===== config.mk =====
export PLATFORM = sky130hd
export DESIGN_NAME = tga_rle_pixel_decoder_top
export DESIGN_NICKNAME = d
export VERILOG_FILES = /design/src/hw/rtl/tgarle_pkg.sv /design/src/hw/rtl/tgarle_fifo.sv /design/src/hw/rtl/tgarle_front.sv /design/src/hw/rtl/tgarle_back.sv /design/src/hw/rtl/tga_rle_pixel_decoder_top.sv
export SDC_FILE = /design/constraint.sdc
export NUM_CORES = 1
export LEC_CHECK = 0
export ABC_AREA = 1
export ABC_CLOCK_PERIOD_IN_PS = 8050
export BUFFER_PORTS_ARGS = -buffer_cell sky130_fd_sc_hd__buf_2
export CAP_MARGIN = 30
export CORE_MARGIN = 1
export CORE_UTILIZATION = 60
export CTS_BUF_LIST = sky130_fd_sc_hd__clkbuf_16
export CTS_CLUSTER_DIAMETER = 120
export CTS_CLUSTER_SIZE = 12
export DETAILED_ROUTE_END_ITERATION = 8
export PLACE_DENSITY = 0.85
export SKIP_LAST_GASP = 1
export SLEW_MARGIN = 20
export SYNTH_ARGS = -nofsm -noshare
export SYNTH_HDL_FRONTEND = slang
export SYNTH_SLANG_ARGS = --single-unit

===== constraint.sdc =====
create_clock -name clk -period 8.05 [get_ports clk]
set_input_delay 0.805 -clock clk [delete_from_list [all_inputs] [get_ports clk]]
set_output_delay 0.805 -clock clk [all_outputs]
set_load 0.02 [all_outputs]

===== src/hw/rtl/tgarle_pkg.sv =====
`timescale 1ns / 1ps
// ----------------------------------------------------------------------------
// TGA RLE pixel decoder - package
// Types and fixed constants shared by the decoder modules.
// ----------------------------------------------------------------------------
package tgarle_pkg;

	// register indexes
	localparam logic [1:0] CFG_IDX_WIDTH  = 2'd0;
	localparam logic [1:0] CFG_IDX_HEIGHT = 2'd1;
	localparam logic [1:0] CFG_IDX_ALPHA  = 2'd2;
	localparam logic [1:0] CFG_IDX_FLIP   = 2'd3;

	localparam logic [12:0] WIDTH_RESET  = 13'd4;
	localparam logic [12:0] HEIGHT_RESET = 13'd1;
	localparam logic [12:0] MIN_WIDTH    = 13'd4;

	// packet header: 128 and up is a run of (h - 127) copies
	localparam logic [7:0] RUN_BIAS = 8'd127;
	localparam logic [2:0] BPP_RGB  = 3'd3;
	localparam logic [2:0] BPP_RGBA = 3'd4;

	// command queue
	localparam int unsigned QUEUE_DEPTH = 4;
	localparam int unsigned QPTR_W      = 2;

	typedef struct packed {
		logic [12:0] image_width;
		logic [12:0] image_height;
		logic        has_alpha;
		logic        flip_rows;
	} cfg_t;

	// one decoded pixel with its repeat count, or an image restart
	typedef struct packed {
		logic       restart;
		logic [7:0] red;
		logic [7:0] green;
		logic [7:0] blue;
		logic [7:0] alpha;
		logic [7:0] count;
	} cmd_t;

	typedef struct packed {
		logic [7:0]  red;
		logic [7:0]  green;
		logic [7:0]  blue;
		logic [7:0]  alpha;
		logic [11:0] out_row;
		logic [11:0] out_column;
		logic [7:0]  pixel_count;
		logic        last_of_item;
		logic        image_done;
	} seg_t;

endpackage


===== src/hw/rtl/tgarle_fifo.sv =====
`timescale 1ns / 1ps
// ----------------------------------------------------------------------------
// TGA RLE pixel decoder - command queue
// Small register FIFO between the byte parser and the segment splitter.
// ----------------------------------------------------------------------------
module tgarle_fifo (
	input  logic              clk,
	input  logic              arst_n,
	input  logic              push,
	input  tgarle_pkg::cmd_t  din,
	input  logic              pop,
	output tgarle_pkg::cmd_t  dout,
	output logic              not_empty,
	output logic              full
);

	tgarle_pkg::cmd_t                   mem_q [tgarle_pkg::QUEUE_DEPTH];
	logic [tgarle_pkg::QPTR_W-1:0]      wr_ptr_q;
	logic [tgarle_pkg::QPTR_W-1:0]      rd_ptr_q;
	logic [tgarle_pkg::QPTR_W:0]        fill_q;

	logic do_push;
	logic do_pop;

	assign not_empty = (fill_q != '0);
	assign full      = (fill_q == (tgarle_pkg::QPTR_W+1)'(tgarle_pkg::QUEUE_DEPTH));
	assign do_push   = push && !full;
	assign do_pop    = pop && not_empty;
	assign dout      = mem_q[rd_ptr_q];

	always_ff @(posedge clk) begin
		if (do_push) begin
			mem_q[wr_ptr_q] <= din;
		end
	end

	always_ff @(posedge clk or negedge arst_n) begin
		if (!arst_n) begin
			wr_ptr_q <= '0;
			rd_ptr_q <= '0;
			fill_q   <= '0;
		end else begin
			if (do_push) begin
				wr_ptr_q <= wr_ptr_q + 1'b1;
			end
			if (do_pop) begin
				rd_ptr_q <= rd_ptr_q + 1'b1;
			end
			case ({do_push, do_pop})
				2'b10:   fill_q <= fill_q + 1'b1;
				2'b01:   fill_q <= fill_q - 1'b1;
				default: fill_q <= fill_q;
			endcase
		end
	end

endmodule


===== src/hw/rtl/tgarle_front.sv =====
`timescale 1ns / 1ps
// ----------------------------------------------------------------------------
// TGA RLE pixel decoder - byte parser
// Tracks packet headers, assembles BGR(A) pixels and queues one command per
// finished pixel (count = run length or 1) or per image restart.
// ----------------------------------------------------------------------------
module tgarle_front (
	input  logic              clk,
	input  logic              arst_n,
	input  logic              in_valid,
	input  logic              in_ready,
	input  logic              op,
	input  logic [7:0]        data_byte,
	input  logic              has_alpha,
	output logic              cmd_push,
	output tgarle_pkg::cmd_t  cmd
);

	logic        exp_hdr_q;
	logic        run_q;
	logic [7:0]  left_q;
	logic [1:0]  bip_q;
	logic [23:0] hold_q;

	logic       accept;
	logic [2:0] bpp;
	logic       last_byte;
	logic [7:0] left_nx;

	assign accept    = in_valid && in_ready;
	assign bpp       = has_alpha ? tgarle_pkg::BPP_RGBA : tgarle_pkg::BPP_RGB;
	assign last_byte = !(({1'b0, bip_q} + 3'd1) < bpp);
	assign cmd_push  = accept && (op || (!exp_hdr_q && last_byte));
	assign left_nx   = run_q ? 8'd0 : ((left_q != 8'd0) ? left_q - 8'd1 : 8'd0);

	always_comb begin
		cmd.restart = op;
		cmd.blue    = hold_q[7:0];
		cmd.green   = hold_q[15:8];
		cmd.red     = has_alpha ? hold_q[23:16] : (hold_q[23:16] | data_byte);
		cmd.alpha   = has_alpha ? data_byte : 8'd0;
		cmd.count   = run_q ? left_q : 8'd1;
	end

	always_ff @(posedge clk or negedge arst_n) begin
		if (!arst_n) begin
			exp_hdr_q <= 1'b1;
			run_q     <= 1'b0;
			left_q    <= 8'd0;
			bip_q     <= 2'd0;
			hold_q    <= 24'd0;
		end else if (accept) begin
			if (op) begin
				exp_hdr_q <= 1'b1;
				run_q     <= 1'b0;
				left_q    <= 8'd0;
				bip_q     <= 2'd0;
				hold_q    <= 24'd0;
			end else if (exp_hdr_q) begin
				run_q     <= data_byte[7];
				left_q    <= data_byte[7] ? data_byte - tgarle_pkg::RUN_BIAS
				                          : data_byte + 8'd1;
				bip_q     <= 2'd0;
				exp_hdr_q <= 1'b0;
			end else if (!last_byte) begin
				case (bip_q)
					2'd0:    hold_q[7:0]   <= hold_q[7:0] | data_byte;
					2'd1:    hold_q[15:8]  <= hold_q[15:8] | data_byte;
					2'd2:    hold_q[23:16] <= hold_q[23:16] | data_byte;
					default: hold_q        <= hold_q;
				endcase
				bip_q <= bip_q + 2'd1;
			end else begin
				hold_q <= 24'd0;
				bip_q  <= 2'd0;
				left_q <= left_nx;
				if (left_nx == 8'd0) begin
					exp_hdr_q <= 1'b1;
				end
			end
		end
	end

endmodule


===== src/hw/rtl/tgarle_back.sv =====
`timescale 1ns / 1ps
// ----------------------------------------------------------------------------
// TGA RLE pixel decoder - segment splitter
// Places each queued pixel command in the image, cut at row ends and clipped
// at the image end, one segment per cycle into the output register unless stalled.
// ----------------------------------------------------------------------------
module tgarle_back #(
	parameter int unsigned MAX_DIM = 4096
) (
	input  logic              clk,
	input  logic              arst_n,
	input  tgarle_pkg::cfg_t  cfg,
	input  tgarle_pkg::cmd_t  cmd,
	input  logic              cmd_avail,
	output logic              cmd_pop,
	output logic              out_valid,
	input  logic              out_ready,
	output tgarle_pkg::seg_t  seg
);

	localparam int unsigned DIM_W = $clog2(MAX_DIM + 1);
	localparam int unsigned RW    = DIM_W + 1;

	logic [DIM_W-1:0] col_q;
	logic [RW-1:0]    row_q;
	logic             done_q;
	logic             act_q;
	logic [7:0]       want_q;
	tgarle_pkg::cmd_t pix_q;
	logic             out_v_q;
	tgarle_pkg::seg_t seg_q;

	logic [DIM_W-1:0] eff_w;
	logic [DIM_W-1:0] eff_h;
	logic             wrap;
	logic [DIM_W-1:0] col_e;
	logic [RW-1:0]    row_e;
	logic             past_end;
	logic [DIM_W-1:0] room;
	logic [7:0]       seg_cnt;
	logic [DIM_W-1:0] col_new;
	logic             end_row;
	logic [RW-1:0]    row_nx;
	logic             fin;
	logic [7:0]       want_n;
	logic             last;
	logic [RW-1:0]    row_out;
	logic             adv;
	logic             emit;

	// clamp the configured size into the supported range
	always_comb begin
		if (cfg.image_width < tgarle_pkg::MIN_WIDTH) begin
			eff_w = DIM_W'(tgarle_pkg::MIN_WIDTH);
		end else if (32'(cfg.image_width) > MAX_DIM) begin
			eff_w = DIM_W'(MAX_DIM);
		end else begin
			eff_w = DIM_W'(cfg.image_width);
		end
		if (cfg.image_height == 13'd0) begin
			eff_h = DIM_W'(1);
		end else if (32'(cfg.image_height) > MAX_DIM) begin
			eff_h = DIM_W'(MAX_DIM);
		end else begin
			eff_h = DIM_W'(cfg.image_height);
		end
	end

	always_comb begin
		wrap     = (col_q >= eff_w);
		col_e    = wrap ? '0 : col_q;
		row_e    = wrap ? row_q + RW'(1) : row_q;
		past_end = (row_e >= RW'(eff_h));
		room     = eff_w - col_e;
		seg_cnt  = (32'(want_q) <= 32'(room)) ? want_q : 8'(room);
		col_new  = col_e + DIM_W'(seg_cnt);
		end_row  = (col_new == eff_w);
		row_nx   = row_e + RW'(1);
		fin      = end_row && (row_nx >= RW'(eff_h));
		want_n   = want_q - seg_cnt;
		last     = (want_n == 8'd0) || fin;
		row_out  = cfg.flip_rows ? RW'(eff_h) - RW'(1) - row_e : row_e;
	end

	assign adv       = !out_v_q || out_ready;
	assign emit      = act_q && !done_q && adv && !past_end;
	assign cmd_pop   = !act_q && cmd_avail;
	assign out_valid = out_v_q;
	assign seg       = seg_q;

	always_ff @(posedge clk or negedge arst_n) begin
		if (!arst_n) begin
			col_q   <= '0;
			row_q   <= '0;
			done_q  <= 1'b0;
			act_q   <= 1'b0;
			want_q  <= 8'd0;
			out_v_q <= 1'b0;
		end else begin
			if (cmd_pop) begin
				if (cmd.restart) begin
					col_q  <= '0;
					row_q  <= '0;
					done_q <= 1'b0;
				end else begin
					act_q  <= 1'b1;
					want_q <= cmd.count;
				end
			end else if (act_q) begin
				if (done_q) begin
					// image already full: the command is dropped
					act_q <= 1'b0;
				end else if (adv) begin
					if (past_end) begin
						done_q <= 1'b1;
						act_q  <= 1'b0;
					end else begin
						want_q <= want_n;
						act_q  <= !last;
						done_q <= fin;
						if (end_row) begin
							col_q <= '0;
							row_q <= row_nx;
						end else begin
							col_q <= col_new;
							row_q <= row_e;
						end
					end
				end
			end
			if (emit) begin
				out_v_q <= 1'b1;
			end else if (out_ready) begin
				out_v_q <= 1'b0;
			end
		end
	end

	always_ff @(posedge clk) begin
		if (cmd_pop) begin
			pix_q <= cmd;
		end
		if (emit) begin
			seg_q.red          <= pix_q.red;
			seg_q.green        <= pix_q.green;
			seg_q.blue         <= pix_q.blue;
			seg_q.alpha        <= pix_q.alpha;
			seg_q.out_row      <= 12'(row_out);
			seg_q.out_column   <= 12'(col_e);
			seg_q.pixel_count  <= seg_cnt;
			seg_q.last_of_item <= last;
			seg_q.image_done   <= fin;
		end
	end

endmodule


===== src/hw/rtl/tga_rle_pixel_decoder_top.sv =====
`timescale 1ns / 1ps
// ----------------------------------------------------------------------------
// TGA RLE pixel decoder - top level
// Decodes run-length coded TGA pixel data into per-row pixel segments.
// ----------------------------------------------------------------------------
// One coded byte (or an image restart, tuser = 1) is taken per cycle as long as
// the four-entry command queue has room; header bytes and partial pixels queue
// nothing. Every finished pixel becomes one queue command. The segment splitter
// loads a command, then emits one segment per cycle while its output register
// is free or being read: a pixel or run that crosses k row ends yields k + 1
// segments, so a 128-pixel run in a 4-pixel-wide image holds the splitter and
// the input stalls once the queue is full. A segment passes the queue, the
// splitter's command register and the output register after the byte that
// completes its pixel; queued commands and output stalls delay it further. It
// waits in the output register; the input stalls only once the queue is full.
// Segments carry tlast on the last result of the input byte and tuser when the
// image is full; bytes after the image end produce nothing until the next restart.
module tga_rle_pixel_decoder_top #(
	parameter int unsigned MAX_DIM = 4096
) (
	input  logic        clk,
	input  logic        arst_n,
	input  logic        cfg_we,
	input  logic [1:0]  cfg_index,
	input  logic [12:0] cfg_data,
	input  logic        s_tvalid,
	output logic        s_tready,
	input  logic [7:0]  s_tdata,   // [7:0] data_byte
	input  logic        s_tuser,   // [0] op
	output logic        m_tvalid,
	input  logic        m_tready,
	// [7:0] red, [15:8] green, [23:16] blue, [31:24] alpha,
	// [43:32] out_row, [55:44] out_column, [63:56] pixel_count
	output logic [63:0] m_tdata,
	output logic        m_tlast,
	output logic        m_tuser    // [0] image_done
);

	tgarle_pkg::cfg_t cfg_q;
	tgarle_pkg::cmd_t front_cmd;
	tgarle_pkg::cmd_t queue_cmd;
	tgarle_pkg::seg_t seg;
	logic             front_push;
	logic             queue_full;
	logic             queue_avail;
	logic             queue_pop;

	always_ff @(posedge clk or negedge arst_n) begin
		if (!arst_n) begin
			cfg_q.image_width  <= tgarle_pkg::WIDTH_RESET;
			cfg_q.image_height <= tgarle_pkg::HEIGHT_RESET;
			cfg_q.has_alpha    <= 1'b0;
			cfg_q.flip_rows    <= 1'b0;
		end else if (cfg_we) begin
			case (cfg_index)
				tgarle_pkg::CFG_IDX_WIDTH:  cfg_q.image_width  <= cfg_data;
				tgarle_pkg::CFG_IDX_HEIGHT: cfg_q.image_height <= cfg_data;
				tgarle_pkg::CFG_IDX_ALPHA:  cfg_q.has_alpha    <= cfg_data[0];
				tgarle_pkg::CFG_IDX_FLIP:   cfg_q.flip_rows    <= cfg_data[0];
				default:                    cfg_q              <= cfg_q;
			endcase
		end
	end

	assign s_tready = !queue_full;

	tgarle_front u_front (
		.clk       (clk),
		.arst_n    (arst_n),
		.in_valid  (s_tvalid),
		.in_ready  (s_tready),
		.op        (s_tuser),
		.data_byte (s_tdata),
		.has_alpha (cfg_q.has_alpha),
		.cmd_push  (front_push),
		.cmd       (front_cmd)
	);

	tgarle_fifo u_queue (
		.clk       (clk),
		.arst_n    (arst_n),
		.push      (front_push),
		.din       (front_cmd),
		.pop       (queue_pop),
		.dout      (queue_cmd),
		.not_empty (queue_avail),
		.full      (queue_full)
	);

	tgarle_back #(
		.MAX_DIM (MAX_DIM)
	) u_back (
		.clk       (clk),
		.arst_n    (arst_n),
		.cfg       (cfg_q),
		.cmd       (queue_cmd),
		.cmd_avail (queue_avail),
		.cmd_pop   (queue_pop),
		.out_valid (m_tvalid),
		.out_ready (m_tready),
		.seg       (seg)
	);

	assign m_tdata = {seg.pixel_count, seg.out_column, seg.out_row,
	                  seg.alpha, seg.blue, seg.green, seg.red};
	assign m_tlast = seg.last_of_item;
	assign m_tuser = seg.image_done;

endmodule


==> flow_summary.json, run 1 <==
{
  "met2_usage_pct": 49.1,
  "fin_util_pct": 68.5,
  "area_delta_synth_final_pct": 11.4,
  "endpoint_kind": "flip-flop",
  "hpwl_mm": 32.0,
  "grt_max_degree": 86,
  "max-vdd-ir-drop_v": 0.000252,
  "critPathMaxStageDelay_ns": 0.40,
  "path_clk_slew_ns": 0.07,
  "yosysTopAreaCell": "edfxtp_1",
  "antenna_found_initial": 1,
  "clkLatencyLatePin_ns": 0.55,
  "track_usage_pct": 29.6,
  "max_cap_violations": 0,
  "synth.top_cell.area_share_pct": 41.4,
  "synth_ff_type": "edfxtp_1",
  "slowest_stage": "fa_1",
  "postRouteAntennaNets": 0,
  "required_ns": 8.52,
  "cts.sinks": 371,
  "ys_types": 60,
  "clockBufferDepth": 3,
  "async_flop_share_pct": 29.4,
  "vias": 14484,
  "cp-start-kind": "flip-flop",
  "netlist_area_sq_um": 19000,
  "layout-drive-gt1-share_pct": 13.1,
  "gp_congestion": 0.954,
  "slew_headroom_pct": 41.3,
  "cts_tree": "yes",
  "grt_use_met1_pct": 39.8,
  "syn_inst": 1945,
  "start_util_pct": 61.5,
  "layout_commonest_cell": "nand2_1",
  "setup_viol": 0,
  "nNetsFinal": 2191,
  "worstPathArrival_ns": 7.98,
  "hold_buffers": 0,
  "grt-busiest-layer": "met2",
  "seq_area_frac_synth_pct": 55.8,
  "drt-wirelength-per-cell_um": 19.2,
  "worstSetupPathType": "flip-flop to flip-flop",
  "period_needed_ns": 7.51,
  "totalWireLength_mm": 47.6,
  "dieArea_sq_um": 32400,
  "synth_seq_cells": 371,
  "die_w_um": 180,
  "max_freq_ghz": 0.133,
  "htreeDepth": 2,
  "syn_nets": 2080,
  "avgSynthCellArea_sq_um": 9.77,
  "io_pins": 97,
  "ys_warn_count": 0,
  "grt_util_met3_pct": 4.09,
  "row_count": 64,
  "fin_crit_sh_pct": 93.2,
  "drc_errors": 0,
  "report.final.hold_viol_count": 0,
  "synth_edf_count": 262,
  "coreArea_sq_um": 30900,
  "critPathMostFrequentCell": "nand2_1",
  "clock-root-buffer": "clkbuf_16",
  "cp_max_fo": 11,
  "hold_class": "primary input to asynchronous set/reset pin",
  "fin_skew_ns": 0.0272,
  "final_area_sq_um": 21200,
  "layout_common_cells": "337 x nand2_1, 267 x inv_1, 262 x edfxtp_1",
  "synth_area_leaders": "edfxtp_1 41%, dfrtp_1 14%, nand2_1 6.7%, ha_1 6.6%, inv_1 4.8%",
  "die_h_um": 180,
  "worst_pin_slew_ns": 0.880,
  "place_area_sq_um": 19900,
  "grt_pass1_wl_mm": 75.9,
  "maxSlewViolCount": 0,
  "p_leak_nw": 9.38,
  "drt_iter0_markers": 1761,
  "dr.pass1.iters": 8,
  "p_per_area_nw_per_um2": 441,
  "numCtsBuffers": 36,
  "overflow": 0,
  "port_buffers": 96,
  "via_per_inst": 5.84,
  "grt_pass1_vias": 14368,
  "outcome": "completed"
}
## state kept, by name, indices dropped and copies added (netlist names)
signal and flops:
u_front.bip_q 2, u_back.col_q 13, u_queue.fill_q 3, u_queue.rd_ptr_q 2
u_back.want_q 8, u_back.row_q 14, u_queue.wr_ptr_q 2, u_back.pix_q 32
u_front.run_q 1, u_front.left_q 8, u_back.done_q 1, u_front.exp_hdr_q 1
u_front.hold_q 24, u_queue.mem_q 164, u_back.seg 66, u_back.out_valid 1
cfg_q 28, u_back.act_q 1
## power breakdown
group          switching [mW]  internal, mW  leakage, nW
clock network           0.719         0.822        0.617
registers               0.303          2.85         3.84
logic                    3.18          1.46         4.92
## critical path: cells and delay by family (launching register included)
| family | cells | cell delay (ns) |
|---|---|---|
| XOR/XNOR | 1 | 0.26 |
| adder cells (fa/ha/maj) | 5 | 1.56 |
| buffers and inverters | 7 | 0.73 |
| flip-flops | 1 | 0.37 |
| AND/OR/NAND/NOR | 35 | 3.86 |
| AO/OA/AOI/OAI | 6 | 0.67 |
## worst paths after layout
path                                             to  cells after the start        startpoint  slack (ns)
worst max-delay path                u_back.row_q[0]                     54         cfg_q[25]        0.54
worst min-delay path            u_queue.wr_ptr_q[0]                      1            arst_n        0.26
worst max register to register      u_back.row_q[0]                     54         cfg_q[25]        0.54
worst min register to register       u_back.seg[40]                      0  u_back.pix_q[14]        0.41
max in group asynchronous                  cfg_q[2]                      3            arst_n        6.71
min in group clk                     u_back.seg[40]                      0  u_back.pix_q[14]        0.41
## cells by family after synthesis
group,after synthesis,synth area share (%)
compound gates,365,10.8
simple gates,738,17.1
flops,371,55.8
xor+xnor,54,2.59
fa+ha+maj,106,7.17
mux,1,0.0527
buf+inv,310,6.56
## synthesized netlist by cell type, types with 17 or more instances
cell type,n
xor2_1,42
a21oi_1,76
o21ai_0,159
nand2_1,340
o21ai_1,34
clkbuf_1,39
o22ai_1,46
nand4_1,17
dfrtp_1,106
nor2_1,212
inv_1,242
edfxtp_1,262
nand2_2,23
nand3_1,88
ha_1,101
## metrics by stage
step	std cells	hold slack, ns	setup slack [ns]	TNS (ns)	power [mW]
floorplan	1945	0.400	1.03	0	6.33
global placement	2405	0.403	0.387	0	7.47
detailed placement	2405	0.405	0.160	0	7.64
CTS	2471	0.280	0.123	0	9.23
global route	2480	0.310	-0.00899	-0.0183	9.97
finish	2481	0.257	0.543	0	9.33
## repair_timing
item	CTS	global route
buffers inserted	0	7
gates resized for setup	0	26
setup endpoints to repair	0	33
## metal layers
layer | share of wire [%] | vias to the layer above
met5 | 0 | -
met4 | 3.0 | 0
met3 | 8.1 | 115
met2 | 48 | 735
met1 | 41 | 6860
li1 | - | 6774
## layout make-up
type	count	area (sq um)
antenna	1	2.50
clock buffer	36	901
clock inverter	30	178
fill	2240	9740
inverter	258	986
multi-input combinational	1265	7290
sequential	371	10600
tap	396	495
timing repair buffer	124	713
Note: power is estimated with default switching activity, not from simulation.
==> run 2, diff against run 1 <==
--- a/config.mk
+++ b/config.mk
@@ -10,12 +10,12 @@
 export BUFFER_PORTS_ARGS = -buffer_cell sky130_fd_sc_hd__buf_2
 export CAP_MARGIN = 30
 export CORE_MARGIN = 1
-export CORE_UTILIZATION = 60
+export CORE_UTILIZATION = 35
 export CTS_BUF_LIST = sky130_fd_sc_hd__clkbuf_16
 export CTS_CLUSTER_DIAMETER = 120
 export CTS_CLUSTER_SIZE = 12
 export DETAILED_ROUTE_END_ITERATION = 8
-export PLACE_DENSITY = 0.85
+export PLACE_DENSITY = 0.57
 export SKIP_LAST_GASP = 1
 export SLEW_MARGIN = 20
 export SYNTH_ARGS = -nofsm -noshare
==> flow_summary.json, run 2 (synthesized netlist as in run 1, its figures left out) <==
{
  "via_per_inst": 4.99,
  "antenna_cells": 0,
  "outcome": "completed",
  "cp.buffers_inverters": 7,
  "required_ns": 8.51,
  "cp_top_family": "simple AND/OR/NAND/NOR gates",
  "dieArea_sq_um": 55200,
  "largest_reg_flops": 164,
  "die_w_um": 235,
  "coreArea_sq_um": 53700,
  "layout-drive-gt1-share_pct": 14.4,
  "htreeDepth": 2,
  "p_leak_nw": 9.43,
  "period_needed_ns": 7.53,
  "nNetsFinal": 2195,
  "crit_start": "cfg_q[25]",
  "totalWireLength_mm": 48.7,
  "start_util_pct": 35.4,
  "cp-start-kind": "flip-flop",
  "fin_skew_ns": 0.0380,
  "worstPathArrival_ns": 8.00,
  "layout_common_cells": "334 x nand2_1, 265 x inv_1, 262 x edfxtp_1",
  "hold_class": "primary input to asynchronous set/reset pin",
  "max_freq_ghz": 0.133,
  "vias": 13903,
  "setup_viol": 0,
  "fin_cells": 2785,
  "row_count": 85,
  "worstSetupPathType": "flip-flop to flip-flop",
  "pre_cts_ws_ns": -0.117,
  "track_usage_pct": 17.5,
  "slew_headroom_pct": 36.4,
  "fillers": 5180,
  "drt_iter0_markers": 911,
  "hold_buffers": 0,
  "endpoint_kind": "flip-flop",
  "cts_tree": "yes",
  "total_power_mw": 9.53,
  "grt_pass1_vias": 13487,
  "path_clk_slew_ns": 0.07,
  "max_flop_register": "u_queue.mem_q",
  "fin_crit_sh_pct": 93.6,
  "p_per_area_nw_per_um2": 436,
  "area_delta_synth_final_pct": 14.9,
  "drc_errors": 0,
  "numCtsBuffers": 37,
  "setup_ws_ns": 0.516,
  "hpwl_mm": 33.3,
  "drt-wirelength-per-cell_um": 17.5,
  "clock-root-buffer": "clkbuf_16",
  "slowest_stage": "dfrtp_1",
  "max_cap_violations": 0,
  "maxSlewViolCount": 0,
  "grt_pass1_wl_mm": 76.0,
  "worst_pin_slew_ns": 0.954,
  "port_buffers": 96,
  "dr.pass1.iters": 6,
  "r2r-start": "cfg_q[25]",
  "grt_max_degree": 80,
  "critPathMostFrequentCell": "nand2_1",
  "report.final.hold_viol_count": 0,
  "die_h_um": 235,
  "io_pins": 97,
  "layout_commonest_cell": "nand2_1",
  "gp_congestion": 0.904,
  "cp_max_fo": 11,
  "fin_util_pct": 40.7,
  "antenna_found_initial": 2,
  "max-vdd-ir-drop_v": 0.000217,
  "critPathMaxStageDelay_ns": 0.38,
  "clockBufferDepth": 3,
  "overflow": 0,
  "postRouteAntennaNets": 0,
  "clkLatencyLatePin_ns": 0.57,
  "dp_cells": 2707,
  "cts.sinks": 371
}
## run 2: cell count changes in the layout (fill, tap and decap cells not counted), moves of 3 or more
cell | before | now
ha_1 | 100 | 94
ha_4 | 0 | 7
nand2_1 | 337 | 334
nor2_1 | 205 | 201
nor2_2 | 11 | 15
o21ai_2 | 9 | 5
o21ai_4 | 1 | 7
## run 2: worst paths after layout
check	to	slack [ns]	cells past startpoint
min reg2reg	u_back.seg[60]	0.41	0
max reg2reg	u_back.row_q[4]	0.52	48
min in group clk	u_back.seg[60]	0.41	0
min	cfg_q[0]	0.13	1
max in group asynchronous	u_queue.rd_ptr_q[0]	6.95	2
max	u_back.row_q[4]	0.52	48
## run 2: repair_timing
item	in CTS	in global routing
setup endpoints to repair	19	31
cloned	0	2
pin swaps	0	10
buffers inserted	0	7
resized for setup	1	58
## run 2: worst reg2reg max path, delay by kind of cell, from the launching register on
family / cells / cell delay (ns)
buffers and inverters: 7 / 0.92
AOI/OAI and AO/OA: 7 / 1.06
DFF: 1 / 0.38
and+or+nand+nor: 29 / 3.48
xor gates and xnor gates: 1 / 0.26
adders and majority gates: 4 / 1.37
## run 2: layer usage
metal	GRT usage, %	routed length (um)	vias up
met5	0	24	-
met4	4.55	1010	4
met3	2.56	2250	72
met2	29.2	22600	311
met1	23.9	22800	6715
li1	-	-	6801
## run 2: power breakdown
group	total (mW)	internal, mW	switching, mW
sequential	3.18	2.84	0.341
clock	1.64	0.881	0.760
combinational	4.70	1.55	3.15
total	9.53	5.27	4.25
## run 2: area by class of cell
| type | instances | area [sq um] | area share [%] |
|---|---|---|---|
| clock inverter | 31 | 218 | 0.997 |
| timing repair buffer | 126 | 748 | 3.43 |
| multi-input combinational | 1265 | 7480 | 34.2 |
| tap | 696 | 871 | 3.99 |
| clock buffer | 37 | 926 | 4.24 |
| inverter | 258 | 991 | 4.54 |
| timing repair inverter | 1 | 7.51 | 0.0344 |
| sequential | 371 | 10600 | 48.5 |
## run 2: stage by stage
stage / cell area, sq um / setup TNS, ns / hold slack [ns]
floorplan: 19000 / 0 / 0.400
global placement: 20300 / 0 / 0.404
detailed placement: 20300 / -0.552 / 0.405
CTS: 21500 / 0 / 0.107
global route: 21800 / -0.148 / 0.117
finish: 21800 / 0 / 0.132
==> run 3, diff against run 2 <==
--- a/config.mk
+++ b/config.mk
@@ -16,6 +16,7 @@
 export CTS_CLUSTER_SIZE = 12
 export DETAILED_ROUTE_END_ITERATION = 8
 export PLACE_DENSITY = 0.57
+export REMOVE_ABC_BUFFERS = 1
 export SKIP_LAST_GASP = 1
 export SLEW_MARGIN = 20
 export SYNTH_ARGS = -nofsm -noshare
==> flow_summary.json, run 3 (synthesized netlist as in run 1, its figures left out) <==
{
  "grt_use_met1_pct": 24.5,
  "drt-wirelength-per-cell_um": 17.5,
  "report.final.hold_viol_count": 0,
  "rsz0062_at_grt": "no",
  "nNetsFinal": 2207,
  "layout-drive-gt1-share_pct": 13.9,
  "grt_pass1_wl_mm": 76.6,
  "htreeDepth": 2,
  "postRouteAntennaNets": 0,
  "clockBufferDepth": 3,
  "hold_buffers": 0,
  "cp_max_fo": 19,
  "totalWireLength_mm": 48.8,
  "p_per_area_nw_per_um2": 431,
  "fin_skew_ns": 0.0381,
  "period_needed_ns": 7.43,
  "fin_crit_sh_pct": 92.3,
  "coreArea_sq_um": 53700,
  "track_usage_pct": 17.6,
  "max_flop_register": "u_queue.mem_q",
  "vias": 13903,
  "clock-root-buffer": "clkbuf_16",
  "start_util_pct": 35.4,
  "rrSetupSlack_ns": 0.62,
  "cp-start-kind": "flip-flop",
  "reg2reg_to": "u_back.row_q[11]",
  "grt_pass1_vias": 13550,
  "io_pins": 97,
  "endpoint": "u_back.row_q[11]",
  "required_ns": 8.48,
  "fin_util_pct": 40.5,
  "multi_input_area_sq_um": 7310,
  "max_cap_violations": 0,
  "max_freq_ghz": 0.135,
  "endpoint_kind": "flip-flop",
  "crit_start": "cfg_q[25]",
  "slew_headroom_pct": 40.5,
  "fillers": 5206,
  "maxSlewViolCount": 0,
  "r2r_cells": 47,
  "setup-tns-final_ns": 0,
  "setup_viol": 0,
  "p_leak_nw": 9.49,
  "max-vdd-ir-drop_v": 0.000219,
  "antenna_cells": 0,
  "drc_errors": 0,
  "largest_reg_flops": 164,
  "final-seq-area_sq_um": 10600,
  "layout_commonest_cell": "nand2_1",
  "die_w_um": 235,
  "grt-busiest-layer": "met2",
  "clkLatencyLatePin_ns": 0.58,
  "hold_class": "primary input to asynchronous set/reset pin",
  "worstPathArrival_ns": 7.86,
  "r2r-start": "cfg_q[25]",
  "outcome": "completed",
  "via_per_inst": 4.97,
  "row_count": 85,
  "critPathMaxStageDelay_ns": 0.39,
  "antenna_found_initial": 2,
  "worstSetupPathType": "flip-flop to flip-flop",
  "overflow": 0,
  "slowest_stage": "o21ai_0",
  "gp_congestion": 0.912,
  "dr.pass1.iters": 5,
  "numCtsBuffers": 37,
  "met2_usage_pct": 28.6,
  "grt_util_met3_pct": 2.80,
  "drt_iter0_markers": 1038,
  "path_clk_slew_ns": 0.07,
  "dieArea_sq_um": 55200,
  "grt_max_degree": 82,
  "worst_pin_slew_ns": 0.890,
  "layout_common_cells": "336 x nand2_1, 266 x inv_1, 262 x edfxtp_1",
  "cts.sinks": 371,
  "hpwl_mm": 33.3,
  "cts_tree": "yes",
  "port_buffers": 96,
  "die_h_um": 235,
  "area_delta_synth_final_pct": 14.5,
  "total_power_mw": 9.39
}
## run 3: through the flow
stage               cell area, sq um  setup slack (ns)  hold slack (ns)  cells
finish                         21800             0.618            0.303   2796
global route                   21800           0.00993            0.350   2796
global placement               20400             0.300            0.404   2714
floorplan                      18700             0.949            0.400   1893
CTS                            21500            0.0844            0.317   2782
detailed placement             20400             0.174            0.405   2715
## run 3: area by class of cell
class | instances | area share [%]
multi-input cells | 1265 | 33.6
flip-flops and latches | 371 | 48.7
clock inverters | 30 | 0.914
well taps | 696 | 4.00
clock buffers | 37 | 4.25
inverters | 258 | 4.55
repair buffers | 139 | 4.01
## run 3: metal layers
layer / share of wire (%) / vias to the layer above
met5: 0.055 / -
met4: 1.8 / 4
met3: 5.1 / 63
met2: 46 / 304
met1: 47 / 6722
li1: - / 6810
## run 3: how the worst min path moves through the flow
stage | start | end | slack (ns) | cells past startpoint
floorplan | u_back.pix_q[8] | u_back.seg[34] | 0.40 | 0
global placement | u_back.pix_q[36] | u_back.seg[62] | 0.40 | 0
detailed placement | u_back.pix_q[17] | u_back.seg[43] | 0.41 | 0
CTS | arst_n | u_front.hold_q[20] | 0.32 | 1
global route | arst_n | u_front.hold_q[13] | 0.35 | 1
finish | arst_n | u_front.hold_q[13] | 0.30 | 1
## run 3: where the power goes
group	switching (mW)	total, mW	internal, mW
Combinational	3.13	4.64	1.51
Sequential	0.284	3.13	2.84
Clock	0.770	1.62	0.850
Total	4.18	9.39	5.21
## run 3: critical path, delay by kind of cell (launching register included)
family	cells	cell delay [ns]
AOI/OAI and AO/OA	8	1.47
and+or+nand+nor	27	3.10
buffers and inverters	7	0.73
adders and majority gates	4	1.37
xor gates and xnor gates	1	0.24
DFF	1	0.38
## run 3: repair_timing
| item | 4_1_cts | 5_1_grt |
|---|---|---|
| gates resized for setup | 0 | 28 |
| buffers inserted | 0 | 10 |
| endpoints found under the setup margin | 0 | 32 |
